===== config.mk =====
export PLATFORM = sky130hd
export DESIGN_NAME = ljint_ctrl
export DESIGN_NICKNAME = d
export VERILOG_FILES = /design/src/rtl/ljint_pkg.sv /design/src/rtl/ljint_ctrl.sv
export SDC_FILE = /design/constraint.sdc
export NUM_CORES = 1
export LEC_CHECK = 0
export ABC_CLOCK_PERIOD_IN_PS = 2700
export BUFFER_PORTS_ARGS = -buffer_cell sky130_fd_sc_hd__buf_2
export CAP_MARGIN = 20
export CORE_ASPECT_RATIO = 0.5
export CORE_MARGIN = 4
export CORE_UTILIZATION = 56
export CTS_CLUSTER_DIAMETER = 120
export DETAILED_ROUTE_END_ITERATION = 10
export PLACE_DENSITY_LB_ADDON = 0.08
export SETUP_SLACK_MARGIN = 0.4
export SKIP_LAST_GASP = 1
export SYNTH_ARGS = -nofsm -noshare
export SYNTH_HDL_FRONTEND = slang
export SYNTH_SLANG_ARGS = --single-unit

===== constraint.sdc =====
create_clock -name clk -period 2.7 [get_ports clk]
set_input_delay 0.54 -clock clk [delete_from_list [all_inputs] [get_ports clk]]
set_output_delay 0.54 -clock clk [all_outputs]
set_load 0.02 [all_outputs]

===== src/rtl/ljint_pkg.sv =====
// shared types and constants for the linear joint interpolator
// no dependencies; imported by ljint_lane, ljint_ctrl and linear_joint_interpolator
`default_nettype none

package ljint_pkg;

    localparam int NJ         = 6;
    localparam int STEPS_DEF  = 2000;
    localparam int JOINTS_DEF = 6;
    localparam int POS_W      = 32;
    localparam int INC_W      = 48;
    localparam int CNT_W      = 16;
    localparam int NST        = 13;

    localparam logic signed [INC_W-1:0] INC_MAX = {1'b0, {(INC_W-1){1'b1}}};
    localparam logic signed [INC_W-1:0] INC_MIN = {1'b1, {(INC_W-1){1'b0}}};

    typedef enum logic [1:0] {
        MODE_HOLD,
        MODE_STEP,
        MODE_SNAP
    } ljint_mode_t;

    typedef struct packed {
        logic [NST-1:0]   ld;
        logic             stage_wr;
        logic             commit;
        logic             apply;
        logic [CNT_W-1:0] mul;
        ljint_mode_t      mode;
        logic             first;
        logic             upd;
    } ljint_ctl_t;

endpackage

`default_nettype wire


===== src/rtl/ljint_ctrl.sv =====
// pipeline control: stage valids and stall, tick counter, move and first-tick flags
// depends on ljint_pkg; drives the lanes through ljint_ctl_t
`default_nettype none

module ljint_ctrl #(
    parameter int STEPS = 2000
) (
    input  wire                         clk,
    input  wire                         rst_n,
    input  wire                         item_valid,
    output logic                        item_stall,
    input  wire                         cmd,
    input  wire                         apply_target,
    output logic                        result_valid,
    input  wire                         result_stall,
    output logic                        moving,
    output ljint_pkg::ljint_ctl_t       ctl
);
    import ljint_pkg::*;

    localparam logic [CNT_W-1:0] DIV = CNT_W'(STEPS);

    logic [NST-1:0]   v_reg;
    logic [NST-1:0]   v_next;
    logic [NST-1:0]   ready;
    logic             ap_reg [0:7];
    ljint_mode_t      mode_pipe_reg [8:11];
    logic             first_pipe_reg [8:11];
    logic             mov_pipe_reg [8:12];
    logic [CNT_W-1:0] mul8_reg;

    logic             active_reg;
    logic             active_next;
    logic [CNT_W-1:0] count_reg;
    logic [CNT_W-1:0] count_next;
    logic             first_reg;
    logic             first_next;

    logic             take;
    logic             commit;
    logic             act_eff;
    logic [CNT_W-1:0] cnt_eff;
    ljint_mode_t      mode_c;
    logic [CNT_W-1:0] mul_c;
    logic             mov_c;

    always_comb
    begin
        ready[NST-1] = !v_reg[NST-1] || !result_stall;
        for (int k = NST - 2; k >= 0; k--)
            ready[k] = !v_reg[k] || ready[k+1];

        take   = item_valid && ready[0];
        commit = ready[8] && v_reg[7];

        v_next[0] = ready[0] ? (take && !cmd) : v_reg[0];
        for (int k = 1; k < NST; k++)
            v_next[k] = ready[k] ? v_reg[k-1] : v_reg[k];

        // move step for the tick at commit
        act_eff     = ap_reg[7] || active_reg;
        cnt_eff     = ap_reg[7] ? '0 : count_reg;
        mode_c      = MODE_HOLD;
        mul_c       = cnt_eff + CNT_W'(1);
        mov_c       = 1'b0;
        active_next = active_reg;
        count_next  = count_reg;
        first_next  = first_reg;
        if (commit)
        begin
            first_next = 1'b0;
            if (act_eff)
            begin
                if (cnt_eff < DIV)
                begin
                    mode_c      = MODE_STEP;
                    mov_c       = 1'b1;
                    active_next = 1'b1;
                    count_next  = mul_c;
                end
                else
                begin
                    mode_c      = MODE_SNAP;
                    active_next = 1'b0;
                    count_next  = cnt_eff;
                end
            end
        end
    end

    always_ff @(posedge clk or negedge rst_n)
    begin
        if (!rst_n)
        begin
            v_reg      <= '0;
            active_reg <= 1'b0;
            count_reg  <= '0;
            first_reg  <= 1'b1;
        end
        else
        begin
            v_reg      <= v_next;
            active_reg <= active_next;
            count_reg  <= count_next;
            first_reg  <= first_next;
        end
    end

    always_ff @(posedge clk)
    begin
        if (ready[0])
            ap_reg[0] <= apply_target;
        for (int k = 1; k < 8; k++)
        begin
            if (ready[k])
                ap_reg[k] <= ap_reg[k-1];
        end
        if (ready[8])
        begin
            mode_pipe_reg[8]  <= mode_c;
            first_pipe_reg[8] <= first_reg;
            mov_pipe_reg[8]   <= mov_c;
            mul8_reg          <= mul_c;
        end
        for (int k = 9; k < 12; k++)
        begin
            if (ready[k])
            begin
                mode_pipe_reg[k]  <= mode_pipe_reg[k-1];
                first_pipe_reg[k] <= first_pipe_reg[k-1];
            end
        end
        for (int k = 9; k < 13; k++)
        begin
            if (ready[k])
                mov_pipe_reg[k] <= mov_pipe_reg[k-1];
        end
    end

    always_comb
    begin
        item_stall   = !ready[0];
        result_valid = v_reg[NST-1];
        moving       = mov_pipe_reg[12];
        ctl.ld       = ready;
        ctl.stage_wr = take && cmd;
        ctl.commit   = commit;
        ctl.apply    = ap_reg[7];
        ctl.mul      = mul8_reg;
        ctl.mode     = mode_pipe_reg[11];
        ctl.first    = first_pipe_reg[11];
        ctl.upd      = ready[NST-1] && v_reg[NST-2];
    end

    a_count_range: assert property (@(posedge clk) disable iff (!rst_n)
        count_reg <= DIV)
        else $error("step counter past the step count");

    a_first_once: assert property (@(posedge clk) disable iff (!rst_n)
        $fell(first_reg) |-> $past(commit))
        else $error("first-tick flag cleared without a tick");

    a_step_count: assert property (@(posedge clk) disable iff (!rst_n)
        (commit && mode_c == MODE_STEP) |=> (count_reg == mul8_reg && active_reg))
        else $error("counter and step multiplier disagree");

    a_idle_hold: assert property (@(posedge clk) disable iff (!rst_n)
        (commit && !active_reg && !ap_reg[7]) |=> mode_pipe_reg[8] == MODE_HOLD)
        else $error("idle tick produced a move step");

endmodule

`default_nettype wire

* Word level (Yosys, flattened, before mapping)
Memory sizes are Yosys's and may differ from the RTL's.
Index checks and enable logic that the tools add are counted.
Widths: inputs -> output; s select.
** Operators by class
- Add/sub/neg operators :: 1
- $lt $le $gt $ge :: 1
- Multiplexer cells :: 34
- Reductions and logical operators :: 36
** Operator list (count)
- $mux 16 :: 2
- $mux 1 :: 29
- $add 16x1->16 const B :: 1
- $logic_not 1->1 :: 16
- $lt 16x11->1 const B :: 1
- $logic_or 1x1->1 :: 14
- $mux 2 :: 3
- $logic_and 1x1->1 :: 5
- $reduce_and 2->1 :: 1
** Word-level totals
- Register bits :: 47
- Memory bits (writable) :: 25
- Bits of input ports :: 6
- Logic and storage cells :: 93
- Memories kept :: 4
** Memories
- ap_reg :: words 8, width 1, read ports 8, clocked after memory_dff 0, write ports 8, line ljint_ctrl.sv:26 : logic ap_reg [0:7];
- mode_pipe_reg :: words 4, width 2, read ports 4, clocked after memory_dff 0, write ports 4, line ljint_ctrl.sv:27 : ljint_mode_t mode_pipe_reg [8:11];
- mov_pipe_reg :: words 5, width 1, read ports 5, clocked after memory_dff 0, write ports 5, line ljint_ctrl.sv:29 : logic mov_pipe_reg [8:12];
- first_pipe_reg :: words 4, width 1, read ports 4, clocked after memory_dff 0, write ports 4, line ljint_ctrl.sv:28 : logic first_pipe_reg [8:11];

* Depth between registers and ports, before layout
- Depth after elaboration :: 16
- Gate-level depth with buffers :: 9
- Depth with buffers taken out :: 7

* Worst setup path before layout
Ideal clock, no wire load.
- Path type :: input to output
- Start :: input port result_stall
- End :: output port ctl[22] in the netlist's numbering
- Arrival :: 2329 ps
- Slack :: -169 ps
- Cell stages on the path :: 4
- Path buffers :: 0
- Cells stage by stage :: nand4_1 > nor4_2 > nand4_1 > and3_1
** RTL lines
- start, declared :: line ljint_ctrl.sv:15 : input wire result_stall,
- end, declared :: line ljint_ctrl.sv:17 : output ljint_pkg::ljint_ctl_t ctl

==> results.txt <==
The cell count after synthesis is 218. In this run the critical register-to-register path is launched from ap_reg[1][3]. The x dimension of the die came out at 111 µm.

Summed over all nets, the half-perimeter wirelength after detailed placement is approximately 3600 µm. The endpoint arrival time on the critical path is approximately 1.7 ns. The filler cell count came out at 317. The number of global-route vias before repair is 1955.

The met2 usage came out at a little over 30%. The maximum cell stage delay along the critical path is about 0.39 ns. Global routing used 7.65% of the available met3 tracks.

The share of synthesized cell area in full adder, half adder and majority cells is 0.422%. The slowest cell on the critical path is sky130_fd_sc_hd__dfrtp_1. Entering global routing, the biggest net connects 32 pins.

Setup repair after global routing could not meet its margin everywhere. The simple-gate portion of the synthesized area came out at approximately 18%. The total number of yosys warnings is 0.

The number of violations of the max-capacitance limit came out at 0. The path depth of the worst reg2reg path came out at 6. The root buffer cell chosen for the clock tree is sky130_fd_sc_hd__clkbuf_8. The vertical die dimension came out at approximately 59 µm.

The post-route worst setup slack is approximately 0.44 ns. The first-pass GRT wire length is 9600 µm. The clock input transition at the sequential cells of the worst setup and hold paths is 0.07 ns. Traced cell by cell, the critical path runs through nand3_2 > nor4_4 > buf_4 > nand2_1 > buf_2. The number of buffers on the longest clock path is 2. met2 is the most crowded layer.

The total power per unit cell area came out at between 600 and 700 nW/µm². The hold-fix buffer count after cts came out at 0. The ratio of final minimum period to clock period is 83.7%. Derived from the worst setup path, the maximum achievable clock frequency is 443 MHz. The post-route netlist has a little over a third of its cells at a drive strength greater than 1. The initial antenna violation count is 0.

The final sum of negative setup slack is 0 ns. Summing all placed instances gives a cell area of 3270 µm². Buffers placed on the I/O ports in this run total 44. The mean instance size in the synthesized netlist came out at 13.6 µm².

The setup check on the worst reg-to-reg path leaves a slack of about 0.5 ns. The hold violation count in the final report is 0. For this run, asynchronously set or reset flops after synthesis account for approximately 43%. The complex-gate fraction of the synthesized area is 4.86%. The clock net sink count is 72.

The TritonCTS clock tree is built. The portion of synthesized area spent on multiplexers is approximately 3.4%. Summing the sequential cell areas from Yosys gives 67.8% of the chip area.

Measured against its own limit, the worst slew margin works out to 52.1%. The total congestion overflow came out at 0. The cell area after layout came out at 3700 µm². The pin slew with the least headroom to its limit came out at 0.718 ns.

The post-synthesis cell type count is 40. The first routing iteration left about 120 violations. The final layout contains routed wiring with a total length of 5670 µm. The worst setup slack after placement came out at approximately 0.21 ns. The post-synthesis to final-layout area growth came out at 24.7%. The type of the tightest min-delay check is primary input to async pin. For the final database, setup skew stands at 0.00419 ns. By area, the combinational part of the netlist is dominated by simple AND/OR/NAND/NOR gates. The endpoint identified for the worst register-to-register timing path is mul8_reg[13]. The diode insertion count for antenna repair came out at 0. Synthesis inferred 72 register bits. The residual antenna-violating net count after detailed routing came out at 0. The run finished with clean final reports. The worst setup path is captured at an output pin. The final setup violation count came out at 0. The final layout contains 290 nets. The detailed-route DRC error count came out at 0. The count of TritonRoute iterations in the first routing pass came out at 4. The library cell used most frequently in the layout, excluding fill and tap cells, is sky130_fd_sc_hd__edfxtp_1. The worst setup path is launched from a flip-flop. For this configuration, the core starts out at a cell density of 59.0%. Routability-driven placement finished with a final weighted congestion of ~0.8. The type of the setup path with the least slack is flip-flop to output pin. The most used flip-flop cell after synthesis is sky130_fd_sc_hd__edfxtp_1.

Yosys mapped a number of flops with a built-in enable equal to 41. In this run the standard cell core region covers 5020 µm². The top cell types in the final layout, fill and taps aside, are sky130_fd_sc_hd__edfxtp_1, sky130_fd_sc_hd__buf_2, sky130_fd_sc_hd__dfrtp_1. The maximum fanout along the worst path came out at 5. The die area is between 6000 and 7000 µm². The count of final max-slew check failures is 0.

TritonCTS created 9 clock buffers. The leakage component of the power came out at 0.00164 µW. In this run the cell area of the synthesized design comes to 2960 µm².

The total number of vias came out at between 1.5k and 2k. The detailed-route vias per instance came out at 5.37. The shortest period the worst path allows came out at 2.26 ns. For this run, global-route usage on met1 was measured as 23.9%. The net count after synthesis came out at 225. The count of standard-cell rows is 18. The synthesized netlist devotes 2.07% of its cell area to XOR and XNOR gates. The clock latency at the later pin of the worst-skew pair is 0.34 ns. The global routing usage summed across all routing layers came out at 19.2%. VDD sags by at most 0.442 mV.

After detailed routing, the average wire length per cell comes to 15.8 µm. STA puts the critical path data required time at 2.16 ns. CTS built an H-tree with a depth of 3. The number of top-level design ports is 45.
per-stage QoR:
stage                     util [%]  hold WS (ns)  total power (µW)  cells
after floorplan                  -         0.244              1490    218
after global placement        65.1         0.401              1560    328
after detailed placement      65.1         0.405              1570    328
after CTS                     72.4         0.271              2570    354
after global routing          73.6         0.300              2680    358
final                         73.6         0.244              2550    358
cell families (layout without fill, tap and decap cells):
logic type	count (synthesis)	count (layout)
mux	9	9
flops	72	72
simple gates	84	84
xor+xnor	7	7
compound gates	24	24
fa+ha+maj	1	1
buf+inv	21	91
layer usage:
layer  routed length, µm  vias to the layer above
li1                    -                      920
met1                2550                      930
met3                 339                       15
met5                   0                        -
met2                2660                       57
met4                 125                        0
worst max-delay path by stage:
stage                     slack, ns         start           end  cells past startpoint
final                          0.44      v_reg[5]       ctl[26]                      5
after global routing           0.28     v_reg[11]    item_stall                      7
after CTS                      0.33     v_reg[12]       ctl[22]                      6
after detailed placement       0.21  result_stall  count_reg[3]                      6
after global placement         0.24  result_stall  count_reg[5]                      6
after floorplan                0.03  result_stall       ctl[22]                      4
synthesized netlist by cell type (3+ instances only):
master                      n  area share [%]
sky130_fd_sc_hd__a21oi_1    8             1.4
sky130_fd_sc_hd__and2_1     3            0.63
sky130_fd_sc_hd__buf_4      6             1.5
sky130_fd_sc_hd__dfrtp_1   30              25
sky130_fd_sc_hd__edfxtp_1  41              42
sky130_fd_sc_hd__inv_1     12             1.5
sky130_fd_sc_hd__mux2_2     9             3.4
sky130_fd_sc_hd__nand2_1    9             1.1
sky130_fd_sc_hd__nand2b_1  10             2.1
sky130_fd_sc_hd__nand3_1   10             1.7
sky130_fd_sc_hd__nand4_1    6             1.3
sky130_fd_sc_hd__nor2_1    11             1.4
sky130_fd_sc_hd__nor2b_1    9             1.9
sky130_fd_sc_hd__nor3_1     3            0.51
sky130_fd_sc_hd__o21ai_0    7             1.2
sky130_fd_sc_hd__o31ai_1    4             1.0
sky130_fd_sc_hd__or3_1      5             1.1
sky130_fd_sc_hd__or4_1      5             1.3
sky130_fd_sc_hd__xnor2_1    5             1.5
worst max-delay path, delay by kind of cell (launching register included):
family	cells	cell delay, ns
buffers and inverters	2	0.42
flip-flops	1	0.39
AND/OR/NAND/NOR	3	0.56
power by group:
part / internal (µW) / switching (µW) / total (µW) / leakage [µW]
registers: 1250 / 56.3 / 1310 / 0.000876
clock network: 611 / 377 / 988 / 0.000118
logic: 107 / 151 / 257 / 0.000647
layout make-up:
type / instances / area [µm²] / area share [%]
repair buffers: 63 / 407 / 11.0
clock buffers: 10 / 128 / 3.45
well taps: 70 / 87.6 / 2.37
flip-flops and latches: 72 / 2010 / 54.4
multi-input cells: 125 / 912 / 24.7
clock inverters: 6 / 108 / 2.91
inverters: 12 / 45.0 / 1.22
timing repair:
item                                    CTS  global route
pin swaps                                 4             2
resized for setup                        15             5
endpoints found under the setup margin   16            12
setup buffers                            10             4
Power figures use the tool's default switching activity.
