--- config.mk ---
export PLATFORM = sky130hd
export DESIGN_NAME = ljint_lane
export DESIGN_NICKNAME = d
export VERILOG_FILES = /design/src/rtl/ljint_pkg.sv /design/src/rtl/ljint_lane.sv
export SDC_FILE = /design/constraint.sdc
export NUM_CORES = 2
export LEC_CHECK = 0
export ABC_AREA = 1
export BUFFER_PORTS_ARGS = -buffer_cell sky130_fd_sc_hd__buf_2
export CORE_UTILIZATION = 40
export CTS_CLUSTER_DIAMETER = 100
export CTS_CLUSTER_SIZE = 12
export DETAILED_ROUTE_END_ITERATION = 8
export GPL_ROUTABILITY_DRIVEN = 0
export RECOVER_POWER = 25
export SLEW_MARGIN = 20
export SYNTH_ARGS = -nofsm -noshare
export SYNTH_HDL_FRONTEND = slang
export SYNTH_SLANG_ARGS = --single-unit
export TNS_END_PERCENT = 50
--- constraint.sdc ---
create_clock -name clk -period 9.3 [get_ports clk]
set_clock_uncertainty 0.05 [all_clocks]
set_input_delay 0.465 -clock clk [delete_from_list [all_inputs] [get_ports clk]]
set_output_delay 0.465 -clock clk [all_outputs]
set_load 0.02 [all_outputs]
--- src/rtl/ljint_pkg.sv ---
// shared types and constants for the linear joint interpolator
// no dependencies; imported by ljint_lane, ljint_ctrl and linear_joint_interpolator
`default_nettype none

package ljint_pkg;

    localparam int NJ         = 6;
    localparam int STEPS_DEF  = 2000;
    localparam int JOINTS_DEF = 6;
    localparam int POS_W      = 32;
    localparam int INC_W      = 48;
    localparam int CNT_W      = 16;
    localparam int NST        = 13;

    localparam logic signed [INC_W-1:0] INC_MAX = {1'b0, {(INC_W-1){1'b1}}};
    localparam logic signed [INC_W-1:0] INC_MIN = {1'b1, {(INC_W-1){1'b0}}};

    typedef enum logic [1:0] {
        MODE_HOLD,
        MODE_STEP,
        MODE_SNAP
    } ljint_mode_t;

    typedef struct packed {
        logic [NST-1:0]   ld;
        logic             stage_wr;
        logic             commit;
        logic             apply;
        logic [CNT_W-1:0] mul;
        ljint_mode_t      mode;
        logic             first;
        logic             upd;
    } ljint_ctl_t;

endpackage

`default_nettype wire

--- src/rtl/ljint_lane.sv ---
// one joint lane: staged target, divide-by-steps pipeline, step multiply and command register
// depends on ljint_pkg; driven by ljint_ctrl
`default_nettype none

module ljint_lane #(
    parameter int STEPS = 2000
) (
    input  wire                                   clk,
    input  wire                                   rst_n,
    input  wire ljint_pkg::ljint_ctl_t            ctl,
    input  wire logic signed [ljint_pkg::POS_W-1:0] pos,
    output logic signed [ljint_pkg::POS_W-1:0]      command
);
    import ljint_pkg::*;

    localparam logic [63:0] RECIP_W = 64'h1_0000_0000 / 64'(STEPS);
    localparam logic [32:0] RECIP   = RECIP_W[32:0];
    localparam logic [15:0] DIV     = 16'(STEPS);

    // state
    logic signed [POS_W-1:0] staged_reg;
    logic signed [POS_W-1:0] start_reg;
    logic signed [POS_W-1:0] target_reg;
    logic signed [INC_W-1:0] inc_reg;
    logic signed [POS_W-1:0] cmd_reg;

    // carried payload
    logic signed [POS_W-1:0] pos_pipe_reg [0:11];
    logic signed [POS_W-1:0] tgt_pipe_reg [0:11];
    logic signed [POS_W-1:0] start_pipe_reg [8:11];
    logic                    neg_pipe_reg [1:6];

    logic signed [32:0]      s0_diff_reg;
    logic [31:0]             s1_mag_reg;
    logic [31:0]             s2_qe_reg;
    logic [31:0]             s2_mag_reg;
    logic [47:0]             s3_t_reg;
    logic [31:0]             s3_qe_reg;
    logic [31:0]             s3_mag_reg;
    logic [31:0]             s4_qa_reg;
    logic [15:0]             s4_ra_reg;
    logic [15:0]             s5_qe_reg;
    logic [15:0]             s5_ra_reg;
    logic [31:0]             s5_qa_reg;
    logic [31:0]             s6_t_reg;
    logic [15:0]             s6_qe_reg;
    logic [15:0]             s6_ra_reg;
    logic [31:0]             s6_qa_reg;
    logic signed [INC_W-1:0] s7_inc_reg;
    logic signed [INC_W-1:0] s8_inc_reg;
    logic [47:0]             s9_plo_reg;
    logic signed [31:0]      s9_phi_reg;
    logic signed [63:0]      s10_prod_reg;
    logic signed [INC_W-1:0] s11_off_reg;

    // next values
    logic signed [32:0]      diff_next;
    logic [31:0]             mag_next;
    logic [63:0]             p1;
    logic [31:0]             qe1_next;
    logic [47:0]             t1_next;
    logic [47:0]             r1;
    logic [16:0]             r1s;
    logic [31:0]             qa_next;
    logic [15:0]             ra_next;
    logic [63:0]             p2;
    logic [15:0]             qe2_next;
    logic [31:0]             t2_next;
    logic [31:0]             r2;
    logic [16:0]             r2s;
    logic [15:0]             qf;
    logic [47:0]             mag48;
    logic signed [INC_W-1:0] inc_next;
    logic signed [INC_W-1:0] inc_sel;
    logic signed [POS_W-1:0] start_sel;
    logic signed [POS_W-1:0] tgt_sel;
    logic [47:0]             plo_next;
    logic signed [31:0]      hi_ext;
    logic signed [31:0]      mul_ext;
    logic signed [31:0]      phi_next;
    logic signed [63:0]      prod_next;
    logic signed [63:0]      biased;
    logic signed [INC_W-1:0] off_next;
    logic signed [48:0]      sum;
    logic signed [POS_W-1:0] sat_sum;
    logic signed [POS_W-1:0] cmd_next;

    always_comb
    begin
        diff_next = 33'(staged_reg) - 33'(pos);
        mag_next  = s0_diff_reg[32] ? 32'(-s0_diff_reg) : 32'(s0_diff_reg);

        // coarse quotient by reciprocal, low by at most one
        p1       = {32'b0, s1_mag_reg} * {31'b0, RECIP};
        qe1_next = p1[63:32];
        t1_next  = {16'b0, s2_qe_reg} * {32'b0, DIV};

        r1  = {16'b0, s3_mag_reg} - s3_t_reg;
        r1s = r1[16:0];
        if (r1s >= {1'b0, DIV})
        begin
            qa_next = s3_qe_reg + 32'd1;
            ra_next = 16'(r1s - {1'b0, DIV});
        end
        else
        begin
            qa_next = s3_qe_reg;
            ra_next = r1s[15:0];
        end

        // fraction bits from the remainder
        p2       = {16'b0, s4_ra_reg, 16'h0} * {31'b0, RECIP};
        qe2_next = p2[47:32];
        t2_next  = {16'b0, s5_qe_reg} * {16'b0, DIV};

        r2  = {s6_ra_reg, 16'h0} - s6_t_reg;
        r2s = r2[16:0];
        qf  = (r2s >= {1'b0, DIV}) ? s6_qe_reg + 16'd1 : s6_qe_reg;

        mag48 = {s6_qa_reg, qf};
        if (mag48[47])
            inc_next = neg_pipe_reg[6] ? INC_MIN : INC_MAX;
        else if (neg_pipe_reg[6])
            inc_next = -$signed(mag48);
        else
            inc_next = $signed(mag48);

        // move start picks up either the new or the running move
        inc_sel   = ctl.apply ? s7_inc_reg       : inc_reg;
        start_sel = ctl.apply ? pos_pipe_reg[7]  : start_reg;
        tgt_sel   = ctl.apply ? tgt_pipe_reg[7]  : target_reg;

        plo_next = {16'b0, s8_inc_reg[31:0]} * {32'b0, ctl.mul};
        hi_ext   = {{16{s8_inc_reg[47]}}, s8_inc_reg[47:32]};
        mul_ext  = {16'b0, ctl.mul};
        phi_next = hi_ext * mul_ext;

        prod_next = $signed({s9_phi_reg, 32'h0}) + $signed({16'b0, s9_plo_reg});

        // truncate toward zero
        biased   = s10_prod_reg + (s10_prod_reg[63] ? 64'sd65535 : 64'sd0);
        off_next = biased[63:16];

        sum = 49'(start_pipe_reg[11]) + 49'(s11_off_reg);
        if (sum[48:31] == {18{sum[48]}})
            sat_sum = sum[31:0];
        else
            sat_sum = sum[48] ? {1'b1, {(POS_W-1){1'b0}}} : {1'b0, {(POS_W-1){1'b1}}};

        case (ctl.mode)
            MODE_HOLD: cmd_next = ctl.first ? pos_pipe_reg[11] : cmd_reg;
            MODE_STEP: cmd_next = sat_sum;
            MODE_SNAP: cmd_next = tgt_pipe_reg[11];
            default:   cmd_next = cmd_reg;
        endcase
    end

    always_ff @(posedge clk or negedge rst_n)
    begin
        if (!rst_n)
        begin
            staged_reg <= '0;
            start_reg  <= '0;
            target_reg <= '0;
            inc_reg    <= '0;
            cmd_reg    <= '0;
        end
        else
        begin
            if (ctl.stage_wr)
                staged_reg <= pos;
            if (ctl.commit && ctl.apply)
            begin
                start_reg  <= pos_pipe_reg[7];
                target_reg <= tgt_pipe_reg[7];
                inc_reg    <= s7_inc_reg;
            end
            if (ctl.upd)
                cmd_reg <= cmd_next;
        end
    end

    always_ff @(posedge clk)
    begin
        if (ctl.ld[0])
        begin
            pos_pipe_reg[0] <= pos;
            tgt_pipe_reg[0] <= staged_reg;
            s0_diff_reg     <= diff_next;
        end
        for (int k = 1; k < 12; k++)
        begin
            if (ctl.ld[k] && k != 8)
            begin
                pos_pipe_reg[k] <= pos_pipe_reg[k-1];
                tgt_pipe_reg[k] <= tgt_pipe_reg[k-1];
            end
        end
        for (int k = 2; k < 7; k++)
        begin
            if (ctl.ld[k])
                neg_pipe_reg[k] <= neg_pipe_reg[k-1];
        end
        for (int k = 9; k < 12; k++)
        begin
            if (ctl.ld[k])
                start_pipe_reg[k] <= start_pipe_reg[k-1];
        end
        if (ctl.ld[1])
        begin
            s1_mag_reg      <= mag_next;
            neg_pipe_reg[1] <= s0_diff_reg[32];
        end
        if (ctl.ld[2])
        begin
            s2_qe_reg  <= qe1_next;
            s2_mag_reg <= s1_mag_reg;
        end
        if (ctl.ld[3])
        begin
            s3_t_reg   <= t1_next;
            s3_qe_reg  <= s2_qe_reg;
            s3_mag_reg <= s2_mag_reg;
        end
        if (ctl.ld[4])
        begin
            s4_qa_reg <= qa_next;
            s4_ra_reg <= ra_next;
        end
        if (ctl.ld[5])
        begin
            s5_qe_reg <= qe2_next;
            s5_ra_reg <= s4_ra_reg;
            s5_qa_reg <= s4_qa_reg;
        end
        if (ctl.ld[6])
        begin
            s6_t_reg  <= t2_next;
            s6_qe_reg <= s5_qe_reg;
            s6_ra_reg <= s5_ra_reg;
            s6_qa_reg <= s5_qa_reg;
        end
        if (ctl.ld[7])
            s7_inc_reg <= inc_next;
        if (ctl.ld[8])
        begin
            s8_inc_reg        <= inc_sel;
            start_pipe_reg[8] <= start_sel;
            tgt_pipe_reg[8]   <= tgt_sel;
            pos_pipe_reg[8]   <= pos_pipe_reg[7];
        end
        if (ctl.ld[9])
        begin
            s9_plo_reg <= plo_next;
            s9_phi_reg <= phi_next;
        end
        if (ctl.ld[10])
            s10_prod_reg <= prod_next;
        if (ctl.ld[11])
            s11_off_reg <= off_next;
    end

    assign command = cmd_reg;

endmodule

`default_nettype wire

# == Word-level counts from Yosys, hierarchy flattened ==
# Memory sizes are Yosys's and may differ from the RTL's.
# Index checks and enable logic that the tools add are counted.
# totals
reg_bits,752
latchBits,0
ram_bits,902
mem_bits_ro,0
input_bits,70
out_inout_bits,32
word_cells,98
n_memories,4
# mem_list
name,words,width,rd,rd_ports_with_merged_regs,wr,line,source
pos_pipe_reg,12,32,12,0,12,ljint_lane.sv:28,logic signed [POS_W-1:0] pos_pipe_reg [0:11];
tgt_pipe_reg,12,32,12,0,12,ljint_lane.sv:29,logic signed [POS_W-1:0] tgt_pipe_reg [0:11];
start_pipe_reg,4,32,4,0,4,ljint_lane.sv:30,logic signed [POS_W-1:0] start_pipe_reg [8:11];
neg_pipe_reg,6,1,6,0,6,ljint_lane.sv:31,logic neg_pipe_reg [1:6];
# op_classes
n_addsub,11
multipliers,6
n_div,0
n_lt_le_gt_ge,2
n_eq_ne,4
shifts,0
muxes,39
bitwise_logic,0
n_reduce_logical,4
# ops
cell,n
two-way mux 32 bit,6
two-way mux 48 bit,4
case mux 32 bit (3 select lines),1
adder 64 x 17 -> 64 bit,1
adder 64 x 49 -> 64 bit,1
"multiplier 32 x 22 -> 54 bit, second input constant",1
adder 32 x 48 -> 49 bit,1
multiplier 32 x 16 -> 48 bit,1
two-way mux 16 bit,3
negator 39 -> 48 bit,1
"greater-or-equal comparator 17 x 11 -> 1 bit, second input constant",2
subtractor 17 bit,2
subtractor 32 x 32 -> 33 bit,1
multiplier 16 x 17 -> 32 bit,1
"multiplier 16 x 22 -> 32 bit, second input constant",1
negator 32 bit,1
two-way mux 1 bit,24
"adder 22 x 1 -> 23 bit, second input constant",1
"multiplier 22 x 7 -> 13 bit, second input constant",1
two-way mux 22 bit,1
== test 17 bit,1
"adder 16 x 1 -> 16 bit, second input constant",1
"multiplier 16 x 7 -> 13 bit, second input constant",1
"subtractor 16 x 11 -> 16 bit, second input constant",1
7 further kinds,7

# == Logic depth before layout (Yosys ltp) ==
# depth
ltp_word,6
depth_mapped,31
mapped_depth_nobuf,29

# == Least setup slack after synthesis ==
# OpenSTA, ideal clock, no wires.
# synth_path
path_kind,input to register
startpoint,input port ctl[5] (netlist name)
endpoint,"register s9_plo_reg[46], data pin"
setup_ns,0.265
arrival_time_ns,5.855
required_ns,8.985
setup_slack_ns,3.130
cell_stages,23
path_buffers,2
path_cell_list,clkbuf_1 clkbuf_1 nand2_1 fa_1 fa_1 fa_1 inv_1 fa_1 fa_1 inv_1 fa_1 inv_1 ha_1 a21oi_1 o21ai_0 o21bai_1 a21oi_1 o21ai_0 nand2_1 o211ai_1 a21oi_1 o21ai_0 xor2_1
# synth_between
elab_chain_cells,1
# synth_rtl
element,line,source
start: declaration,ljint_lane.sv:10,"input wire ljint_pkg::ljint_ctl_t ctl,"
multiplier 32 x 16 -> 48 bit,ljint_lane.sv:133,"plo_next = {16'b0, s8_inc_reg[31:0]} * {32'b0, ctl.mul};"
via plo_next[46],ljint_lane.sv:77,logic [47:0] plo_next;
end signal: assignment,ljint_lane.sv:254,s9_plo_reg <= plo_next;
end: declaration,ljint_lane.sv:51,logic [47:0] s9_plo_reg;
# The timed path passes the listed nets, and every way through them passes these cells.
# A chain may end at the register's enable or synchronous reset.

# == Worst setup path in the final report ==
# layout_path
startpoint,register s8_inc_reg[7]
endpoint,"register s9_plo_reg[44], data pin"
# layout_between
elab_chain_cells,1
# layout_rtl
element,line,source
start: declaration,ljint_lane.sv:50,logic signed [INC_W-1:0] s8_inc_reg;
start signal: assignment,ljint_lane.sv:247,s8_inc_reg <= inc_sel;
multiplier 32 x 16 -> 48 bit,ljint_lane.sv:133,
via plo_next[44],ljint_lane.sv:77,
# The timed path passes the listed nets, and every way through them passes these cells.

==> qor.csv <==
stage,metric,value,unit
route,Initial DRC Count,4416,
worst_setup_path,crit path max fanout,16,
worst_setup_path,Crit-path slowest cell,edfxtp_1,
final_layout,synthesis-to-finish area growth,8.58,%
floorplan,floorplan core area,269000,sq um
route,WL per Instance,17.0,um
final_layout,Util after Layout,43.8,%
global_routing,total track usage,17.8,%
logic_synthesis,"Primary FF master, synth",edfxtp_1,
route,via count,68800,
cts,CTS tree,yes,
global_routing,first-pass GRT wire length,384000,um
final_layout,Final nets,12300,
logic_synthesis,"EDFF count, synth",1474,
floorplan,starting density of the core,40.3,%
sta,hold_ws,171,ps
placed_design,Port Buffers,100,
status,outcome,"finished, violations left",
cts,Post-CTS Setup Bufs,0,
cts,Worst-path clk slew,60,ps
sta,RSZ-0062 raised after global routing,no,
floorplan,DIE HEIGHT,523,um
logic_synthesis,register area share after synthesis,44.9,%
cts,clk root buf,clkbuf_16,
route,final WL,239000,um
floorplan,die footprint,273000,sq um
worst_setup_path,Worst Setup Start Kind,flip-flop,
logic_synthesis,Mean Syn Cell Area,10.5,sq um
final_layout,share of post-route cells with drive strength above 1,3.47,%
logic_synthesis,cell taking the most area after synthesis,edfxtp_1,
worst_setup_path,CP dominant cell by count,inv_1,
logic_synthesis,Cells after Synth,10400,
cts,H-tree levels,4,
logic_synthesis,Cell variety after synth,58,
sta,Final Max Slew Viols,311,
sta,Final Hold Vio Count,0,
sta,fin crit share,74.6,%
global_routing,largest net degree at the start of global routing,105,
worst_setup_path,Reg2Reg Setup Slack,2360,ps
floorplan,io pins,102,
worst_setup_path,Crit path required time,9780,ps
sta,Fin Setup TNS,0,ps
worst_setup_path,kind of critical path,flip-flop to flip-flop,
cts,worst skew pair latency,820,ps
logic_synthesis,ranking of synthesized cells by area,"edfxtp_1 41%, fa_1 17%, ha_1 9.9%, inv_1 7.9%, nand2_1 6.9%",
worst_setup_path,crit end category,flip-flop,
worst_setup_path,Crit path arrival time,7420,ps
worst_hold_path,worst hold-check path type,input pin to flip-flop,
sta,worst-margin pin slew,3910,ps
route,DR pass1 iterations,6,
sta,"Setup violations, final",0,
sta,max frequency,144,MHz
floorplan,row cnt,190,
status,failing checks,"max-capacitance violations, max-slew violations",
logic_synthesis,Syn Std Cell Area,108000,sq um
job,Max Cap Viol,6,
worst_setup_path,CP bufs+invs,7,
floorplan,Horiz. Die Dim,523,um
sta,Slew headroom,-160,%
sta,minimum clock period,6940,ps
logic_synthesis,top-area cell type share of the netlist area,40.8,%
logic_synthesis,Seq cells post-synth,1650,
logic_synthesis,asr flop ratio synth,10.7,%
logic_synthesis,warning count from the yosys run,0,
global_routing,antenna violations before repair,14,
worst_setup_path,Crit path max-delay family,adder cells,
worst_setup_path,CP peak stage delay,1040,ps
route,number of remaining DRC errors,0,
placed_design,DP HPWL,181000,um
logic_synthesis,syn_nets,12200,
cts,clock sink count,1650,
cts,Clock Path Buffers,3,
route,final antenna-violating net count,0,
global_routing,vias in the first global route,71700,
global_routing,GRT overflow,0,
cts,post-CTS resize count,0,
cts,CTS Buf Count,157,
route,post-DR vias/cell,4.88,
tightest hold or removal path, stage by stage:
cell     delay (ps)
buf_2           110
nand2_4         220
nand2_1         110
o21ai_0          60
logic make-up after synthesis:
logic type	after synthesis	share of synthesized area, %
xor gates and xnor gates	371	3.00
AOI/OAI and AO/OA	910	4.57
adders and majority gates	1783	27.0
and+or+nand+nor	3071	11.5
DFF	1650	44.9
buffers and inverters	2578	8.98
per-stage QoR:
step                setup slack (ps)  instances  area [sq um]
floorplan                       3130      10400        108000
global placement                2130      13800        113000
detailed placement              2030      13800        113000
CTS                             2450      14100        118000
global route                    2060      14100        118000
finish                          2360      14100        118000
synth_stat cells (all sizes together) (8+ instances only):
| cell | number |
|---|---|
| nand2 | 1990 |
| a21boi | 17 |
| inv | 2299 |
| o31ai | 8 |
| fa | 929 |
| nand3 | 210 |
| xnor2 | 137 |
| nor3 | 84 |
| edfxtp | 1474 |
| o21a | 13 |
| clkbuf | 237 |
| nor2 | 617 |
| a21oi | 495 |
| buf | 41 |
| a21o | 17 |
| o211ai | 15 |
| nor4 | 30 |
| o21bai | 18 |
| xor2 | 234 |
| nand4 | 90 |
| dfrtp | 176 |
| or2 | 16 |
| ha | 854 |
| o21ai | 274 |
| nand3b | 16 |
| a31oi | 31 |
layer usage:
layer / global-route usage (%) / vias up / wire (um) / share of wire [%]
li1: - / 32800 / - / -
met5: 0 / - / 48 / 0.020
met2: 30.2 / 1861 / 115000 / 48
met1: 22.8 / 33600 / 102000 / 43
met3: 2.28 / 527 / 11600 / 4.8
met4: 7.55 / 6 / 10600 / 4.4
cell usage in the layout, fill, tap and decap left out, types with 8 or more instances in the layout:
cell / count
clkbuf_1: 130
a21boi_0: 15
edfxtp_1: 1474
nand2_2: 10
xor2_1: 234
or2_2: 15
nor2_2: 16
nor2_1: 597
o21ai_0: 260
buf_2: 62
a31oi_1: 31
nand3b_1: 16
clkbuf_16: 159
nand3_1: 208
inv_2: 9
a21o_1: 17
buf_4: 48
nor4_1: 30
o21bai_1: 18
dlygate4sd3_1: 35
o211ai_1: 15
xnor2_1: 137
nand2_1: 1978
inv_1: 2290
ha_1: 853
o31ai_1: 8
nor3_1: 82
o21a_1: 13
a21oi_1: 494
fa_1: 929
nand4_1: 89
o21ai_1: 8
dfrtp_1: 176
worst paths after layout:
check,start,end,depth (start not counted)
setup / recovery,s8_inc_reg[7],s9_plo_reg[44],27
hold / removal,ctl[21],target_reg[4],4
setup reg to reg,s8_inc_reg[7],s9_plo_reg[44],27
hold reg to reg,start_pipe_reg[2][48],start_pipe_reg[2][80],0
max in group asynchronous,rst_n,inc_reg[26],3
min in group asynchronous,rst_n,staged_reg[7],2
final cells by class:
type / instances / area (sq um)
multi-input cells: 6135 / 50000
repair buffers: 177 / 1170
inverters: 2300 / 8630
fillers: 25000 / 151000
clock inverters: 17 / 347
clock buffers: 264 / 4400
diodes: 7 / 17.5
well taps: 3552 / 4440
flip-flops and latches: 1650 / 48700
what timing repair did:
item	CTS	global route
hold buffers	35	0
endpoints found under the hold margin	169	0
endpoints found under the setup margin	0	0
Power is left out: the tool's default activity adds up to more than one toggle a clock period on the data nets, which glitch-free logic cannot reach.
